### src/rtl/das_pkg.sv
package das_pkg;

    localparam int DIM_W    = 7;
    localparam int DIM_MAX  = 64;
    localparam int POS_W    = 6;
    localparam int PAGE_W   = 10;
    localparam int HANDLE_W = 10;
    localparam int LIVE_W   = 11;
    localparam int CAP_W    = 13;
    localparam int STATUS_W = 2;

    localparam logic CMD_ALLOC = 1'b0;
    localparam logic CMD_FREE  = 1'b1;

    localparam logic [STATUS_W-1:0] STATUS_OK   = 2'd0;
    localparam logic [STATUS_W-1:0] STATUS_FULL = 2'd1;
    localparam logic [STATUS_W-1:0] STATUS_BAD  = 2'd2;

    localparam logic CFG_COLS = 1'b0;
    localparam logic CFG_ROWS = 1'b1;

    typedef enum logic [2:0] {
        ST_IDLE,
        ST_LOOKUP,
        ST_CHECK,
        ST_PLACE_A,
        ST_PLACE_F,
        ST_PLACE_L,
        ST_DONE
    } state_t;

    typedef enum logic [1:0] {
        PL_IDLE,
        PL_PAGE,
        PL_LINE
    } place_state_t;

    typedef struct packed {
        logic [PAGE_W-1:0] page;
        logic [POS_W-1:0]  col;
        logic [POS_W-1:0]  row;
        logic              at_start;
    } place_t;

    typedef struct packed {
        logic [STATUS_W-1:0] status;
        logic [PAGE_W-1:0]   page_index;
        logic [POS_W-1:0]    slot_col;
        logic [POS_W-1:0]    slot_row;
        logic                new_page;
        logic                page_released;
        logic                moved;
        logic [HANDLE_W-1:0] moved_handle;
        logic [PAGE_W-1:0]   from_page;
        logic [POS_W-1:0]    from_col;
        logic [POS_W-1:0]    from_row;
        logic [LIVE_W-1:0]   live_count;
    } result_t;

    function automatic logic [DIM_W-1:0] clamp_dim(input logic [DIM_W-1:0] v);
        logic [DIM_W-1:0] r;
        if (v == '0)
            r = DIM_W'(1);
        else if (v > DIM_W'(DIM_MAX))
            r = DIM_W'(DIM_MAX);
        else
            r = v;
        return r;
    endfunction

endpackage

### src/rtl/das_divider.sv
module das_divider
    import das_pkg::*;
#(
    parameter int NW = 10
)
(
    input  logic             clk,
    input  logic             rst_n,
    input  logic             start,
    input  logic [NW-1:0]    num,
    input  logic [CAP_W-1:0] den,
    output logic             done,
    output logic [NW-1:0]    quot,
    output logic [CAP_W-1:0] rem
);

    localparam int CW = $clog2(NW + 1);

    logic             busy_reg;
    logic             done_reg;
    logic [CW-1:0]    cnt_reg;
    logic [NW-1:0]    quot_reg;
    logic [CAP_W-1:0] rem_reg;
    logic [CAP_W-1:0] den_reg;

    logic [CAP_W:0]   trial;
    logic [CAP_W:0]   diff;
    logic             fits;

    // restoring division, one quotient bit per cycle
    assign trial = {rem_reg, quot_reg[NW-1]};
    assign fits  = trial >= {1'b0, den_reg};
    assign diff  = trial - {1'b0, den_reg};

    always_ff @(posedge clk or negedge rst_n)
    begin
        if (!rst_n)
        begin
            busy_reg <= 1'b0;
            done_reg <= 1'b0;
            cnt_reg  <= '0;
        end
        else
        begin
            done_reg <= 1'b0;
            if (start)
            begin
                busy_reg <= 1'b1;
                cnt_reg  <= CW'(NW);
            end
            else if (busy_reg)
            begin
                cnt_reg <= cnt_reg - CW'(1);
                if (cnt_reg == CW'(1))
                begin
                    busy_reg <= 1'b0;
                    done_reg <= 1'b1;
                end
            end
        end
    end

    always_ff @(posedge clk)
    begin
        if (start)
        begin
            quot_reg <= num;
            rem_reg  <= '0;
            den_reg  <= den;
        end
        else if (busy_reg)
        begin
            quot_reg <= (quot_reg << 1) | NW'(fits);
            rem_reg  <= fits ? diff[CAP_W-1:0] : trial[CAP_W-1:0];
        end
    end

    assign done = done_reg;
    assign quot = quot_reg;
    assign rem  = rem_reg;

endmodule

### src/rtl/das_place.sv
module das_place
    import das_pkg::*;
#(
    parameter int SW = 10
)
(
    input  logic             clk,
    input  logic             rst_n,
    input  logic             start,
    input  logic [SW-1:0]    slot,
    input  logic [DIM_W-1:0] cols,
    input  logic [CAP_W-1:0] cap,
    output logic             done,
    output place_t           res
);

    place_state_t      state_reg, state_next;
    logic              done_reg;
    place_t            res_reg;
    logic [DIM_W-1:0]  cols_reg;
    logic [PAGE_W-1:0] page_reg;
    logic [CAP_W-1:0]  on_reg;

    logic              div_start;
    logic [SW-1:0]     div_num;
    logic [CAP_W-1:0]  div_den;
    logic              div_done;
    logic [SW-1:0]     div_quot;
    logic [CAP_W-1:0]  div_rem;

    das_divider #(.NW(SW)) u_div (
        .clk   (clk),
        .rst_n (rst_n),
        .start (div_start),
        .num   (div_num),
        .den   (div_den),
        .done  (div_done),
        .quot  (div_quot),
        .rem   (div_rem)
    );

    // first pass: slot / cap -> page, offset; second: offset / cols -> row, col
    always_comb
    begin
        state_next = state_reg;
        div_start  = 1'b0;
        div_num    = slot;
        div_den    = cap;
        case (state_reg)
            PL_IDLE:
            begin
                if (start)
                begin
                    div_start  = 1'b1;
                    state_next = PL_PAGE;
                end
            end
            PL_PAGE:
            begin
                div_num = SW'(div_rem);
                div_den = CAP_W'(cols_reg);
                if (div_done)
                begin
                    div_start  = 1'b1;
                    state_next = PL_LINE;
                end
            end
            PL_LINE:
            begin
                if (div_done)
                    state_next = PL_IDLE;
            end
            default:
            begin
                state_next = PL_IDLE;
            end
        endcase
    end

    always_ff @(posedge clk or negedge rst_n)
    begin
        if (!rst_n)
        begin
            state_reg <= PL_IDLE;
            done_reg  <= 1'b0;
        end
        else
        begin
            state_reg <= state_next;
            done_reg  <= (state_reg == PL_LINE) && div_done;
        end
    end

    always_ff @(posedge clk)
    begin
        if (state_reg == PL_IDLE && start)
            cols_reg <= cols;
        if (state_reg == PL_PAGE && div_done)
        begin
            page_reg <= PAGE_W'(div_quot);
            on_reg   <= div_rem;
        end
        if (state_reg == PL_LINE && div_done)
        begin
            res_reg.page     <= page_reg;
            res_reg.col      <= POS_W'(div_rem);
            res_reg.row      <= POS_W'(div_quot);
            res_reg.at_start <= (on_reg == '0);
        end
    end

    assign done = done_reg;
    assign res  = res_reg;

endmodule

### config.mk
export PLATFORM = sky130hd
export DESIGN_NAME = das_place
export DESIGN_NICKNAME = d
export VERILOG_FILES = /design/src/rtl/das_pkg.sv /design/src/rtl/das_divider.sv /design/src/rtl/das_place.sv
export SDC_FILE = /design/constraint.sdc
export NUM_CORES = 1
export LEC_CHECK = 0
export BUFFER_PORTS_ARGS = -buffer_cell sky130_fd_sc_hd__buf_2
export CORE_UTILIZATION = 48
export CTS_CLUSTER_DIAMETER = 200
export CTS_CLUSTER_SIZE = 12
export DETAILED_ROUTE_END_ITERATION = 12
export GPL_TIMING_DRIVEN = 0
export HOLD_SLACK_MARGIN = 0.02
export PLACE_DENSITY_LB_ADDON = 0.08
export SETUP_SLACK_MARGIN = 0.1
export SLEW_MARGIN = 10
export SYNTH_ARGS = -nofsm -noshare
export SYNTH_HDL_FRONTEND = slang
export SYNTH_SLANG_ARGS = --single-unit
### constraint.sdc
create_clock -name clk -period 2.7 [get_ports clk]
set_input_delay 0.54 -clock clk [delete_from_list [all_inputs] [get_ports clk]]
set_output_delay 0.54 -clock clk [all_outputs]
set_load 0.01 [all_outputs]
==> metrics.md <==
| Metric | Value |
|---|---|
| Post-Synthesis Cells | `around 350` |
| CTS max path bufs | `2` |
| Synth Flop Type | `edfxtp_1` |
| Top-area cell type share of the netlist area | `52.5%` |
| Reg-to-reg slack, setup | `~180 ps` |
| Die H | `about 97 µm` |
| Synth cell types | `47` |
| Setup crit end kind | `flop` |
| Final Core Density | `58.8%` |
| Gr usage total | `between 10% and 20%` |
| PwrDens | `between 1000 and 1500 mW/mm²` |
| Pwr Total | `roughly 6100 µW` |
| Starting Density | `49.8%` |
| IO Port Bufs | `56` |
| CTS tree | `yes` |
| GP Congestion | `approximately 0.85` |
| CP Max Fanout | `10` |
| Num CTS Buffers | `9` |
| Ports | `57` |
| # diodes | `0` |
| Area Overhead vs Synth | `18.1%` |
| CP max stage cell | `edfxtp_1` |
| Async set-or-reset flop fraction in the synthesized netlist | `a little under a tenth` |
| Max cap viols | `0` |
| R2r startpoint | `u_div.quot[9]$_DFFE_PP_` |
| Die Span X | `slightly below 100 µm` |
| Max incr delay on CP | `approximately 450 ps` |
| Buf/Inv on CP | `3` |
| DP HPWL | `roughly 6000 µm` |
| Crit path arrival time | `2620 ps` |
| Post-synth EDFFs | `76` |
| Largest net degree at the start of global routing | `25` |
| Largest register FFs | `23` |
| Layout cells sized above 1 | `about 26%` |
| Critical path's top delay family | `compound AO/OA/AOI/OAI gates` |
| VDD IR max | `roughly 0.56 mV` |
| Die ar. | `approximately 0.0094 mm²` |
| Worst-Margin Slew | `1120 ps` |
| Initial antenna violation count | `0` |
| H-Tree Depth | `3` |
| Synth Area per Inst | `about 13 µm²` |
| RSZ-0062 raised after global routing | `yes` |
| Root buffer cell | `clkbuf_8` |
| Vias per cell | `approximately 5.4` |
| DRT Wirelength | `approximately 8600 µm` |
| # rows | `34` |
| Crit path kind | `flop to flop` |
| Synth Register Bits | `between 90 and 100` |
| Hold path start | `cols[1]` |
| DR WL/cell | `16.2 µm` |
| Hold Crit Class | `input pin to flop` |
| Crit path cell chain | `inv_1, ha_2, inv_1, fa_2, a211oi_2, o21ai_2, a21oi_2, a21oi_2, buf_4, nor3_1, a21oi_1` |
| Final max-slew violation count | `0` |
| Leakage power | `0.00203 µW` |
| Vias in the first global route | `2813` |
| Clock skew | `between 6 and 7 ps` |
| Number of remaining DRC errors | `0` |
| Top-count cell post-synth | `edfxtp_1` |
| Seq/Total Area, Yosys | `a little under two thirds` |
| Tmin final | `between 2000 and 3000 ps` |
| Detail Route Antenna Nets | `0` |
| CP required | `roughly 2800 ps` |
| Grt ovf | `0` |
| Startpoint Class | `flop` |
| Most frequent cells after synthesis | `edfxtp_1, o21ai_0, nand2_1` |
| Crit. Startpoint | `u_div.quot[9]$_DFFE_PP_` |
| Vias | `2899` |
| CTS clk-pin slew, worst paths | `about 110 ps` |
| Fin. Hold Viols | `0` |
| Total core area | `roughly 0.0087 mm²` |
| Final period util | `between 90% and 100%` |
| Clock sink count | `98` |
| Syn_nets | `a little under 400` |
| First-pass GRT wire length | `13800 µm` |
| Clock Latency Late Sink | `between 300 and 400 ps` |
| Nets | `471` |
| F_max | `0.397 GHz` |
| Ys Warns | `0` |
| Setup-failing EPs final | `0` |
| Largest cells by area after synthesis | `edfxtp_1, dfxtp_1, dfrtp_1, ha_1, o21ai_0` |
| Max_slew headroom | `around a quarter` |
| TritonRoute pass-1 iters | `5` |
| Status | `complete, no violations` |
| Synth area leader | `edfxtp_1` |
| Iteration-0 DRC Markers | `~160` |
| Syn Std Cell Area | `about 0.0043 mm²` |
==> worst register-to-register path: stages (launching register included) <==
cell	delay, ps
edfxtp_1	450
inv_1	90
ha_2	180
inv_1	60
fa_2	370
a211oi_2	280
o21ai_2	100
a21oi_2	190
a21oi_2	110
buf_4	180
nor3_1	170
a21oi_1	80
==> stage by stage <==
stage | instances | TNS, ps | worst slack, ps | hold WS [ps] | area [µm²]
detailed placement | 510 | -2070 | -176 | 400 | 4780
finish | 535 | 0 | 183 | 341 | 5130
global placement | 509 | -8180 | -312 | 396 | 4760
CTS | 532 | 0 | 114 | 338 | 5070
floorplan | 345 | 0 | 306 | 244 | 4340
global route | 535 | 0 | 72.3 | 328 | 5130
==> power by group <==
group          total, µW  internal [µW]  switching [µW]
clock network       1030            456             571
registers           2440           2130             309
logic               2640           1160            1480
total               6110           3750            2360
==> worst paths after layout <==
path | to | depth (start not counted)
min | cols_reg[1]$_DFFE_PP_ | 1
max reg2reg | u_div.quot[0]$_DFFE_PP_ | 11
max | u_div.quot[0]$_DFFE_PP_ | 11
max in group asynchronous | done$_DFF_PN0_ | 2
min reg2reg | res[14]$_DFFE_PP_ | 0
min in group asynchronous | u_div.done$_DFF_PN0_ | 2
==> placed cells by master (no fill, tap or decap), types with 2 or more instances in the layout <==
master and count:
a31oi_1 13, a31o_2 2, and3_1 4, mux2_2 8, dfrtp_1 9, xnor2_1 8, clkbuf_8 9, ha_1 12
inv_1 21, o21ai_0 33, and2_1 7, clkinv_4 2, nor2_1 6, xor2_1 3, nor4_1 4, clkbuf_1 11
o22ai_1 2, dfxtp_1 13, or2_2 3, nand2b_1 2, inv_8 2, ha_4 2, a21oi_2 2, nor3_1 7
a21oi_1 13, buf_4 9, nand2_1 22, edfxtp_1 76, a21o_1 7, buf_2 57, mux2i_1 12, nand3_1 13
nor2b_1 3
==> cell families (layout without fill, tap and decap cells) <==
family,count (synthesis),count (layout),synth area share (%)
fa+ha+maj,16,16,4.78
simple gates,78,78,9.16
compound gates,86,86,12.1
xor+xnor,11,11,2.22
buf+inv,36,118,3.20
flops,98,98,63.7
mux,20,20,4.84
==> what timing repair did <==
item,CTS,global route
buffers inserted,5,3
endpoints found under the hold margin,9,0
pin swaps,3,8
resized for setup,5,9
endpoints found under the setup margin,14,14
hold buffers,1,0
==> layer usage <==
metal | global-route usage, % | vias to the layer above | routed length, µm
met5 | 0 | - | 0
met4 | 6.77 | 0 | 95
met3 | 3.53 | 11 | 340
met2 | 31.7 | 78 | 4220
met1 | 24.4 | 1373 | 3990
li1 | - | 1437 | -
==> final cells by class <==
class,count,area [µm²]
buffer,14,61.3
clock buffer,9,124
clock inverter,7,95.1
fill,732,3590
inverter,22,86.3
multi-input combinational,211,1490
sequential,98,2770
tap,108,135
timing repair buffer,66,365
No activity file was read; power rests on OpenSTA's default activity.
